File: config.mk
export PLATFORM = sky130hd
export DESIGN_NAME = gift128_block_encrypt_unit
export DESIGN_NICKNAME = d
export VERILOG_FILES = /design/src/rtl/core/gift_pkg.sv /design/src/rtl/core/gift_nib_cell.sv /design/src/rtl/core/gift_key_cell.sv /design/src/rtl/core/gift128_block_encrypt_unit.sv
export SDC_FILE = /design/constraint.sdc
export NUM_CORES = 1
export LEC_CHECK = 0
export BUFFER_PORTS_ARGS = -buffer_cell sky130_fd_sc_hd__buf_2
export CORE_ASPECT_RATIO = 0.5
export CORE_UTILIZATION = 55
export DETAILED_ROUTE_END_ITERATION = 6
export HOLD_SLACK_MARGIN = 0.15
export PLACE_DENSITY = 0.8
export SYNTH_ARGS = -nofsm -noshare
export SYNTH_HDL_FRONTEND = slang
export SYNTH_HIERARCHICAL = 1
export SYNTH_SLANG_ARGS = --single-unit
export TNS_END_PERCENT = 30
File: constraint.sdc
create_clock -name clk -period 5.4 [get_ports clk]
set_clock_uncertainty 0.2 [all_clocks]
set_input_delay 0 -clock clk [delete_from_list [all_inputs] [get_ports clk]]
set_output_delay 0 -clock clk [all_outputs]
set_load 0.02 [all_outputs]
File: src/rtl/core/gift_pkg.sv
// ----------------------------------------------------------------------------
// GIFT-128 shared definitions
// S-box, bit permutation map, widths and the cell control bundle.
// ----------------------------------------------------------------------------
package gift_pkg;

	localparam int BLOCK_W  = 128;
	localparam int NIB_CNT  = 32;
	localparam int KWORD_W  = 16;
	localparam int KWORD_CNT = 8;
	localparam int RND_W    = 6;
	localparam int LFSR_W   = 6;
	localparam int PADDR_W  = 3;

	localparam logic [RND_W-1:0] ROUND_COUNT_RST = 6'd40;
	localparam logic REG_ROUND_COUNT = 1'b0;

	localparam logic [3:0] SBOX [16] = '{
		4'd1, 4'd10, 4'd4, 4'd12, 4'd6, 4'd15, 4'd3, 4'd9,
		4'd2, 4'd13, 4'd11, 4'd7, 4'd5, 4'd0, 4'd8, 4'd14
	};

	typedef struct packed {
		logic load;
		logic step;
	} cell_ctrl_t;

	function automatic logic [6:0] perm_pos(input logic [6:0] i);
		logic [1:0] grp;
		logic [1:0] lane;
		logic [1:0] sel;
		begin
			grp  = i[3:2];
			lane = i[1:0];
			sel  = 2'(3 * grp + lane);
			perm_pos = {sel, i[6:4], lane};
		end
	endfunction

endpackage

File: src/rtl/core/gift_nib_cell.sv
// ----------------------------------------------------------------------------
// GIFT-128 state nibble cell
// Holds one nibble of the cipher state and presents its S-box image.
// ----------------------------------------------------------------------------
module gift_nib_cell
	import gift_pkg::*;
(
	input  logic       clk,
	input  cell_ctrl_t ctrl,
	input  logic [3:0] load_nib,
	input  logic [3:0] next_nib,
	output logic [3:0] nib,
	output logic [3:0] sub_nib
);

	logic [3:0] nib_q;

	always_ff @(posedge clk) begin
		if (ctrl.load) begin
			nib_q <= load_nib;
		end else if (ctrl.step) begin
			nib_q <= next_nib;
		end
	end

	assign nib     = nib_q;
	assign sub_nib = SBOX[nib_q];

endmodule

File: src/rtl/core/gift_key_cell.sv
// ----------------------------------------------------------------------------
// GIFT-128 key word cell
// Holds one 16-bit key word; takes the word two places up on each round.
// ----------------------------------------------------------------------------
module gift_key_cell
	import gift_pkg::*;
#(
	parameter int ROT = 0
) (
	input  logic               clk,
	input  cell_ctrl_t         ctrl,
	input  logic [KWORD_W-1:0] load_word,
	input  logic [KWORD_W-1:0] nbr_word,
	output logic [KWORD_W-1:0] word
);

	logic [KWORD_W-1:0] word_q;
	logic [KWORD_W-1:0] rot_word;

	assign rot_word = (nbr_word >> ROT) | (nbr_word << (KWORD_W - ROT));

	always_ff @(posedge clk) begin
		if (ctrl.load) begin
			word_q <= load_word;
		end else if (ctrl.step) begin
			word_q <= rot_word;
		end
	end

	assign word = word_q;

endmodule

File: src/rtl/core/gift128_block_encrypt_unit.sv
// ----------------------------------------------------------------------------
// GIFT-128 block encryption unit
// An input transaction loads the cells; the result is registered after the
// last round. One round per cycle through the row of 32 nibble cells and
// 8 key word cells; a new block can be taken as the last one finishes.
// The input is taken while a finished result still waits at the output.
// Reset: asynchronous, active low; round_count returns to 40, block idle.
// ----------------------------------------------------------------------------
module gift128_block_encrypt_unit
	import gift_pkg::*;
(
	input  logic               clk,
	input  logic               arst_n,
	// s_tdata: text_lo[63:0], text_hi[127:64], key_lo[191:128], key_hi[255:192]
	input  logic               s_tvalid,
	output logic               s_tready,
	input  logic [255:0]       s_tdata,
	// m_tdata: cipher_lo[63:0], cipher_hi[127:64]
	output logic               m_tvalid,
	input  logic               m_tready,
	output logic [127:0]       m_tdata,
	input  logic               psel,
	input  logic               penable,
	input  logic               pwrite,
	input  logic [PADDR_W-1:0] paddr,
	input  logic [31:0]        pwdata,
	output logic [31:0]        prdata,
	output logic               pready
);

	logic [RND_W-1:0]   round_count_q;
	logic               busy_q;
	logic [RND_W-1:0]   cnt_q;
	logic [LFSR_W-1:0]  lfsr_q;
	logic               out_valid_q;
	logic [BLOCK_W-1:0] out_data_q;

	logic               accept;
	logic               fin;
	logic               step;
	cell_ctrl_t         ctrl;
	logic [LFSR_W-1:0]  lfsr_nxt;

	logic [BLOCK_W-1:0] state_all;
	logic [BLOCK_W-1:0] sub_all;
	logic [BLOCK_W-1:0] perm_all;
	logic [BLOCK_W-1:0] rc_mask;
	logic [BLOCK_W-1:0] key_mask;
	logic [BLOCK_W-1:0] next_all;
	logic [BLOCK_W-1:0] key_all;
	logic [KWORD_W-1:0] kword [KWORD_CNT];

	// configuration port
	assign pready = 1'b1;

	always_ff @(posedge clk or negedge arst_n) begin
		if (!arst_n) begin
			round_count_q <= ROUND_COUNT_RST;
		end else if (psel && penable && pwrite && pready
			&& (paddr[2] == REG_ROUND_COUNT)) begin
			round_count_q <= pwdata[RND_W-1:0];
		end
	end

	always_comb begin
		prdata = '0;
		if (paddr[2] == REG_ROUND_COUNT) begin
			prdata = {{(32-RND_W){1'b0}}, round_count_q};
		end
	end

	// control
	assign fin      = busy_q && (cnt_q == '0) && (!out_valid_q || m_tready);
	assign s_tready = !busy_q || fin;
	assign accept   = s_tvalid && s_tready;
	assign step     = busy_q && (cnt_q != '0);
	assign ctrl.load = accept;
	assign ctrl.step = step;
	assign lfsr_nxt = {lfsr_q[LFSR_W-2:0], lfsr_q[5] ^ lfsr_q[4] ^ 1'b1};

	always_ff @(posedge clk or negedge arst_n) begin
		if (!arst_n) begin
			busy_q      <= 1'b0;
			cnt_q       <= '0;
			lfsr_q      <= '0;
			out_valid_q <= 1'b0;
		end else begin
			if (accept) begin
				busy_q <= 1'b1;
				cnt_q  <= round_count_q;
				lfsr_q <= '0;
			end else begin
				if (fin) begin
					busy_q <= 1'b0;
				end
				if (step) begin
					cnt_q  <= cnt_q - 1'b1;
					lfsr_q <= lfsr_nxt;
				end
			end
			if (fin) begin
				out_valid_q <= 1'b1;
			end else if (m_tready) begin
				out_valid_q <= 1'b0;
			end
		end
	end

	always_ff @(posedge clk) begin
		if (fin) begin
			out_data_q <= state_all;
		end
	end

	assign m_tvalid = out_valid_q;
	assign m_tdata  = out_data_q;

	// state row
	genvar gi;
	generate
		for (gi = 0; gi < NIB_CNT; gi++) begin : g_nib
			gift_nib_cell u_nib (
				.clk      (clk),
				.ctrl     (ctrl),
				.load_nib (s_tdata[4*gi +: 4]),
				.next_nib (next_all[4*gi +: 4]),
				.nib      (state_all[4*gi +: 4]),
				.sub_nib  (sub_all[4*gi +: 4])
			);
		end

		for (gi = 0; gi < BLOCK_W; gi++) begin : g_perm
			localparam logic [6:0] DST = perm_pos(7'(gi));
			assign perm_all[DST] = sub_all[gi];
		end

		for (gi = 0; gi < NIB_CNT; gi++) begin : g_mask
			if (gi < LFSR_W) begin : g_rc
				assign rc_mask[4*gi+3] = lfsr_nxt[gi];
			end else if (gi == NIB_CNT - 1) begin : g_top
				assign rc_mask[4*gi+3] = 1'b1;
			end else begin : g_none
				assign rc_mask[4*gi+3] = 1'b0;
			end
			assign rc_mask[4*gi+2 -: 3] = 3'b000;
			assign key_mask[4*gi]   = 1'b0;
			assign key_mask[4*gi+1] = key_all[gi];
			assign key_mask[4*gi+2] = key_all[64+gi];
			assign key_mask[4*gi+3] = 1'b0;
		end

		// key row: each word takes the one two places up, the wrap rotates
		for (gi = 0; gi < KWORD_CNT; gi++) begin : g_key
			localparam int SRC = (gi + 2) % KWORD_CNT;
			localparam int ROT = (gi == 6) ? 12 : ((gi == 7) ? 2 : 0);
			gift_key_cell #(
				.ROT (ROT)
			) u_key (
				.clk       (clk),
				.ctrl      (ctrl),
				.load_word (s_tdata[BLOCK_W + KWORD_W*gi +: KWORD_W]),
				.nbr_word  (kword[SRC]),
				.word      (kword[gi])
			);
			assign key_all[KWORD_W*gi +: KWORD_W] = kword[gi];
		end
	endgenerate

	assign next_all = perm_all ^ rc_mask ^ key_mask;

endmodule
==> impl_results.md, run 1 <==
- Top Ports: about 460
- Post-place setup slack: between 2 and 2.5 ns
- Dpl hpwl: ~40 mm
- First Err: [ERROR RSZ-0060] Max buffer count reached.
- Post-Syn Area per Cell: 14.3 µm²
- Number of enable flip-flop cells after synthesis: between 300 and 400
- Resized cells post-CTS: 0
- Core Rows: 50
- Distinct cells, synth: 38
- Synth top area share: ~55%
- CTS Hold Buffers Added: between 400 and 500
- CTS H-Tree Depth: 2
- Status: stopped before the end
- Bufs on Longest Clock Path: 3
- Mapped cell area: ~21000 µm²
- Top cells by area, synth: edfxtp_1, mux2_2, mux2_4
- Clk sinks: approximately 400
- Ys Warns: 6
- Initial core utilization: 56.0%
- Die X: 278 µm
- CTS Buf Count: 38
- Main synth FF type: edfxtp_1
- Buffers added on ports: a little over 400
- Failing step: 4_1_cts
- Seq/Total Area, Yosys: between 50% and 60%
- Top cell type by total area after synthesis: edfxtp_1
- Die Y-Extent: around 140 µm
- Yosys reg bits: about 400
- Gpl congestion: about 0.89
- CTS root buf: clkbuf_16
- Syn Inst Count: about 1500
- Ys async rst share: 4.95%
- Post-CTS setup buffers: 0
Yosys cell counts, drive strengths merged (2+ instances only):
| library cell | number |
|---|---|
| edfxtp | 384 |
| mux2 | 262 |
| nand2 | 108 |
| o21ai | 102 |
| buf | 77 |
| mux2i | 70 |
| xor2 | 70 |
| inv | 69 |
| xnor2 | 66 |
| ha | 65 |
| or2 | 41 |
| nor2 | 39 |
| a21oi | 34 |
| o211ai | 33 |
| dfrtp | 18 |
| nor2b | 7 |
| nand2b | 4 |
| conb | 2 |
| dfstp | 2 |
| nand3 | 2 |
| nor3 | 2 |
through the flow:
| stage | instances | hold WS, ns | utilization, % | instance area, µm² |
|---|---|---|---|---|
| after detailed placement | 2324 | -0.223 | 61.5 | 23000 |
| after floorplan | 1493 | -0.496 | - | 21100 |
| after global placement | 2324 | -0.222 | 61.5 | 23000 |
kinds of logic after synthesis:
kind of cell / synth area share [%]
AO/OA/AOI/OAI: 4.60
XOR/XNOR: 5.67
adder cells (fa/ha/maj): 3.87
buffers and inverters: 5.22
flip-flops: 57.3
multiplexers: 18.7
other: 0.0358
AND/OR/NAND/NOR: 4.60
==> inputs of run 2 (changes only) <==
Settings changed: CORE_ASPECT_RATIO 0.5 to default, CORE_UTILIZATION 55 to 40, HOLD_SLACK_MARGIN 0.15 to default, PLACE_DENSITY 0.8 to default, PLACE_DENSITY_LB_ADDON from default to 0.15.
==> run 2 against run 1 <==
  * The run now ends clean
  * Synthesized cell count stayed put
  * Area after synthesis stayed put
==> impl_results.md, run 2 <==
- Power Density: 649 nW/µm²
- Worst slew pin tran: approximately 1.0 ns
- Setup TNS: 0 ns
- CTS H-Tree Depth: 2 (unchanged)
- DRC: 0
- Wire per inst: ~21 µm
- CP endpoint kind: register
- Via density: between 4 and 5
- Finished Layout Cells: around 2900
- Number of global-route vias before repair: around 14000
- Gpl congestion: 0.847 (was 0.893)
- Main synth FF type: edfxtp_1 (unchanged)
- Ys async rst share: 4.95% (unchanged)
- Max incr delay on CP: just under 0.6 ns
- Commonest non-fill, non-tap cell in the layout: buf_2
- Hold_ws: 0.0632 ns
- DRT iter0 DRCs: slightly below 900
- Post-CTS setup buffers: 0 (unchanged)
- Peak Freq: ~0.28 GHz
- Layout cells sized above 1: between 30% and 40%
- Tmin final: ~3.5 ns
- # setup viols final: 0
- Pre-Repair DR Iteration Count: 5
- Max Cap Violations: 0
- Top cell type by total area after synthesis: edfxtp_1 (unchanged)
- Ys Warns: 6 (unchanged)
- Syn Inst Count: 1468 (unchanged)
- Synth top area share: 54.9% (unchanged)
- Worst path arrival time: about 3.5 ns
- Bufs on Longest Clock Path: 3 (unchanged)
- Mapped cell area: 21000 µm² (unchanged)
- CTS root buf: clkbuf_16 (unchanged)
- Core Rows: 83 (was 50)
- Leak: approximately 11 nW
- Slew HR: a little under a third
- Top cells by count, synth: edfxtp_1, mux2_2, nand2_1 (unchanged)
- Count leader, synth: edfxtp_1 (unchanged)
- Die X: 231 µm (was 278 µm)
- Core Region: approximately 52000 µm²
- CTS Buf Count: 46 (was 38)
- Startpoint types: register
- Number of enable flip-flop cells after synthesis: 384 (unchanged)
- Dpl hpwl: 44.1 mm (was 40.4 mm)
- Placed cell count: 2508 (was 2324)
- Crit path cell chain: inv_1 -> ha_1 -> or2b_2 -> o21ai_2 -> inv_2 -> buf_4 -> or2_1
- Status: finished, final reports clean (was stopped before the end)
- Area delta synth->final: 31.0%
- Max FO, Critical Path: 22
- Largest net degree at the start of global routing: 74
- Most frequent cells in the layout: buf_2, edfxtp_1, dlygate4sd3_1
- Buffers added on ports: 405 (unchanged)
- Crit share post-route: between 60% and 70%
- Top cells by area, synth: edfxtp_1, mux2_2, mux2_4 (unchanged)
- Top Ports: 461 (unchanged)
- Routed via count: approximately 14000
- Type of the worst min-delay path: primary input to register
- Post-route cell area: roughly 28000 µm²
- Total track usage: a little under a quarter
- Crit-path slowest cell: or2_1
- Net count, final: approximately 2500
- Routed WL: around 61 mm
- Seq/Total Area, Yosys: 57.3% (unchanged)
- Yosys reg bits: 404 (unchanged)
- Distinct cells, synth: 38 (unchanged)
- Clk sinks: 404 (unchanged)
- CP Class: register to register
- GRT overflow: 0
- Die Y-Extent: 231 µm (was 140 µm)
- Post-Syn Area per Cell: 14.3 µm² (unchanged)
- Detail Route Antenna Nets: 0
- Max rail drop VDD: between 0.2 and 0.3 mV
- Hold Vio Cnt, Final: 0
- Clock transition at path regs: ~0.06 ns
- Placed Area: 23200 µm² (was 23000 µm²)
- Global-route wire length before repair: around 89 mm
- Area of the die: 53400 µm²
- TritonCTS clock tree: done
- Initial core utilization: 40.7% (was 56.0%)
- Clk_lat worst skew: 0.57 ns
- RSZ-0062 raised after global routing: false
- Critical path data required time: 5.37 ns
- Slew Viols, Final: 0
- Initial antenna violation count: 7
run 2: cell counts after synthesis:
Identical to the previous run, type by type.
run 2: metrics by stage:
stage	power (mW)	setup slack (ns)	utilization, %
after floorplan	12.4	0.586	-
after global placement	14.4	1.87	45.0
after detailed placement	14.6	1.85	45.0
after CTS	18.0	1.83	53.3
after global routing	19.0	1.67	53.3
final	17.8	1.88	53.3
run 2: path summary, 6_finish.rpt:
check,start,endpoint,slack [ns],cells after the start
min,s_tdata[117],g_nib[29].u_nib/nib[1],0.06,3
max in group asynchronous,arst_n,round_count_q[2],3.44,4
max,cnt_q[0],g_key[2].u_key/word[6],1.88,7
max reg2reg,cnt_q[0],g_key[2].u_key/word[6],1.88,7
min in group asynchronous,arst_n,round_count_q[5],0.26,3
min reg2reg,round_count_q[2],cnt_q[2],0.31,2
run 2: kinds of logic (layout without fill, tap and decap cells):
family / count (synthesis) / after routing / share of synthesized area, %
and+or+nand+nor: 211 / 211 / 4.60
muxes: 332 / 332 / 18.7
adders and majority gates: 65 / 65 / 3.87
buffers and inverters: 146 / 844 / 5.22
other: 2 / 29 / 0.0358
AOI/OAI and AO/OA: 172 / 172 / 4.60
DFF: 404 / 404 / 57.3
xor gates and xnor gates: 136 / 136 / 5.67
run 2: area by class of cell:
cell class                 count  area (µm²)
multi-input combinational    943        7970
tap                          680         851
fill                        4370       24100
clock inverter                22         169
inverter                      69         259
clock buffer                  61        1290
sequential                   404       12000
timing repair buffer         692        4920
antenna                        2        5.00
run 2: worst max-delay path: cells and delay by family, from the launching register on:
kind	cells	cell delay (ns)
and+or+nand+nor	2	0.91
buffers and inverters	3	0.86
AOI/OAI and AO/OA	1	0.51
DFF	1	0.38
adders and majority gates	1	0.23
run 2: report_power, final:
group / internal [mW] / switching [mW] / total [mW]
combinational: 3.70 / 3.84 / 7.54
sequential: 5.70 / 1.54 / 7.24
clock: 1.77 / 1.29 / 3.06
run 2: routing by layer:
layer	routed length (µm)	GRT usage (%)	vias up
met2	29400	37.6	372
met4	1300	6.48	4
met1	27800	30.7	6837
li1	-	-	6660
met5	27	0	-
met3	2620	3.21	79
run 2: repair_timing:
| action | CTS | global route |
|---|---|---|
| hold endpoints to repair | 285 | 0 |
| resized for setup | 0 | 0 |
| hold buffers | 280 | 0 |
Power figures use the tool's default switching activity.
==> inputs of run 3 (changes only) <==
Clock period 5.4 ns to 3.6 ns, I/O delays scaled along.
==> run 3 against run 2 <==
  * Non-clock buffer count rose by 21
  * Register-to-register slack got worse by 1.2 ns
  * Maximum frequency rose by 21%
  * Final area rose by 0.52%
  * Worst setup slack got worse by 1.2 ns
  * Critical path depth fell by 2
  * Via count rose by 1.6%
  * Wire length fell by 0.14%
  * Sequential share of layout area fell by 0.23 points
==> impl_results.md, run 3 (same netlist as run 2, synthesis figures left out) <==
- Status: finished, final reports clean (unchanged)
- Crit-path slowest cell: a32o_4 (was or2_1)
- Wire per inst: 21.1 µm (was 21.3 µm)
- Commonest non-fill, non-tap cell in the layout: buf_2 (unchanged)
- DRT iter0 DRCs: 817 (was 881)
- Bufs on Longest Clock Path: 3 (unchanged)
- Gpl congestion: 0.877 (was 0.847)
- Max incr delay on CP: 0.63 ns (was 0.58 ns)
- Critical path data required time: 3.71 ns (was 5.37 ns)
- Hold Vio Cnt, Final: 0 (unchanged)
- Type of the worst min-delay path: primary input to register (unchanged)
- Buffers added on ports: 405 (unchanged)
- CTS H-Tree Depth: 2 (unchanged)
- Area delta synth->final: 31.7% (was 31.0%)
- RSZ-0062 raised after global routing: false (unchanged)
- Core Region: 51600 µm² (unchanged)
- Area of the multi-input gates: 7970 µm² (unchanged)
- Post-CTS setup buffers: 0 (unchanged)
- Worst path arrival time: 3.03 ns (was 3.49 ns)
- Global-route wire length before repair: 87.9 mm (was 88.7 mm)
- Initial antenna violation count: 5 (was 7)
- Filler cells: 4327 (was 4370)
- Most frequent cells in the layout: buf_2, edfxtp_1, dlygate4sd3_1 (unchanged)
- Area of the die: 53400 µm² (unchanged)
- Resized cells post-CTS: 0 (unchanged)
- Post-route cell area: 27600 µm² (was 27500 µm²)
- Layout cells sized above 1: 36.0% (was 35.8%)
- Total track usage: 22.6% (about the same)
- CTS Hold Buffers Added: 280 (unchanged)
- Startpoint types: register (unchanged)
- DRC: 0 (unchanged)
- Die X: 231 µm (unchanged)
- Crit share post-route: 80.9% (was 65.2%)
- Clk_lat worst skew: 0.58 ns (was 0.57 ns)
- CP Class: register to register (unchanged)
- GRT overflow: 0 (unchanged)
- Detail Route Antenna Nets: 0 (unchanged)
- CTS root buf: clkbuf_16 (unchanged)
- Post-place setup slack: 0.685 ns (was 1.85 ns)
- Most frequent CP cell: buf_12
- Placed Area: 23400 µm² (was 23200 µm²)
- Crit path cell chain: nor4_2 -> a32o_4 -> buf_12 -> buf_12 -> mux2_2 (was inv_1 -> ha_1 -> or2b_2 -> o21ai_2 -> inv_2 -> buf_4 -> or2_1)
- Fin util: 53.6% (was 53.3%)
- # setup viols final: 0 (unchanged)
- Largest net degree at the start of global routing: 55 (was 74)
- Clk sinks: 404 (unchanged)
- Tmin final: 2.91 ns (was 3.52 ns)
- Register-to-register setup slack: 0.69 ns (was 1.88 ns)
- Routed WL: 61.0 mm (was 61.1 mm)
- Worst slew pin tran: 0.837 ns (was 1.04 ns)
- Pre-Repair DR Iteration Count: 5 (unchanged)
- Setup TNS: 0 ns (unchanged)
- Top Ports: 461 (unchanged)
- Leak: 11.2 nW (about the same)
- TritonCTS clock tree: done (unchanged)
- CP endpoint kind: register (unchanged)
- Routed via count: 14200 (was 14000)
- Slew HR: 44.0% (was 30.5%)
- Core Rows: 83 (unchanged)
- Die Y-Extent: 231 µm (unchanged)
- Hold_ws: 0.0574 ns (was 0.0632 ns)
- Slew Viols, Final: 0 (unchanged)
- Initial core utilization: 40.7% (unchanged)
- Max rail drop VDD: 0.456 mV (was 0.276 mV)
- Via density: 4.90 (was 4.86)
- FF+latch area: 12000 µm² (unchanged)
- Peak Freq: 0.343 GHz (was 0.284 GHz)
- Dpl hpwl: 44.6 mm (was 44.1 mm)
- Net count, final: 2539 (was 2519)
- Number of global-route vias before repair: 14100 (was 14200)
- Clock transition at path regs: 0.06 ns (about the same)
- Max FO, Critical Path: 35 (was 22)
- CTS Buf Count: 45 (was 46)
- Worst Slack Setup Final: 0.686 ns (was 1.88 ns)
- Power Density: 969 nW/µm² (was 649 nW/µm²)
- Max Cap Violations: 0 (unchanged)
==> run 3: power breakdown <==
| part | switching (mW) | total, mW | internal, mW |
|---|---|---|---|
| Combinational | 5.77 | 11.4 | 5.66 |
| Sequential | 2.32 | 10.9 | 8.53 |
| Clock | 1.90 | 4.50 | 2.60 |
| Total | 9.98 | 26.8 | 16.8 |
==> run 3: layer usage <==
| metal | part of all wire, % | wire, µm | track usage, % |
|---|---|---|---|
| met5 | 0.018 | 11 | 0 |
| met4 | 2.3 | 1380 | 6.02 |
| met3 | 4.8 | 2930 | 3.88 |
| met2 | 47 | 29000 | 36.9 |
| met1 | 46 | 27800 | 30.9 |
==> run 3: layout make-up <==
type | instances | area share [%]
Clock buffer | 62 | 4.46
Tap cell | 680 | 3.08
Timing Repair Buffer | 713 | 18.5
Clock inverter | 18 | 0.597
Multi-Input combinational cell | 943 | 28.8
Sequential cell | 404 | 43.5
Antenna cell | 1 | 0.00905
Inverter | 69 | 0.937
==> run 3: stage by stage <==
step,std cells,power [mW]
after floorplan,1493,18.5
after global placement,2529,21.8
after detailed placement,2529,22.1
after CTS,2889,27.0
after global routing,2889,28.5
final,2890,26.8
==> run 3: worst max-delay path: cells and delay by family (launching register included) <==
kind | cells | cell delay (ns)
AO/OA/AOI/OAI | 1 | 0.63
buffers and inverters | 2 | 0.52
flip-flops | 1 | 0.44
AND/OR/NAND/NOR | 1 | 0.44
multiplexers | 1 | 0.39
==> run 3: worst paths after layout <==
check / startpoint / end / cells after the start
min reg2reg: round_count_q[0] / cnt_q[0] / 2
min: s_tdata[186] / g_key[3].u_key/word[10] / 3
max in group asynchronous: arst_n / cnt_q[5] / 4
max: cnt_q[2] / g_nib[10].u_nib/nib[2] / 5
min in group asynchronous: arst_n / round_count_q[5] / 3
max reg2reg: cnt_q[2] / g_nib[10].u_nib/nib[2] / 5
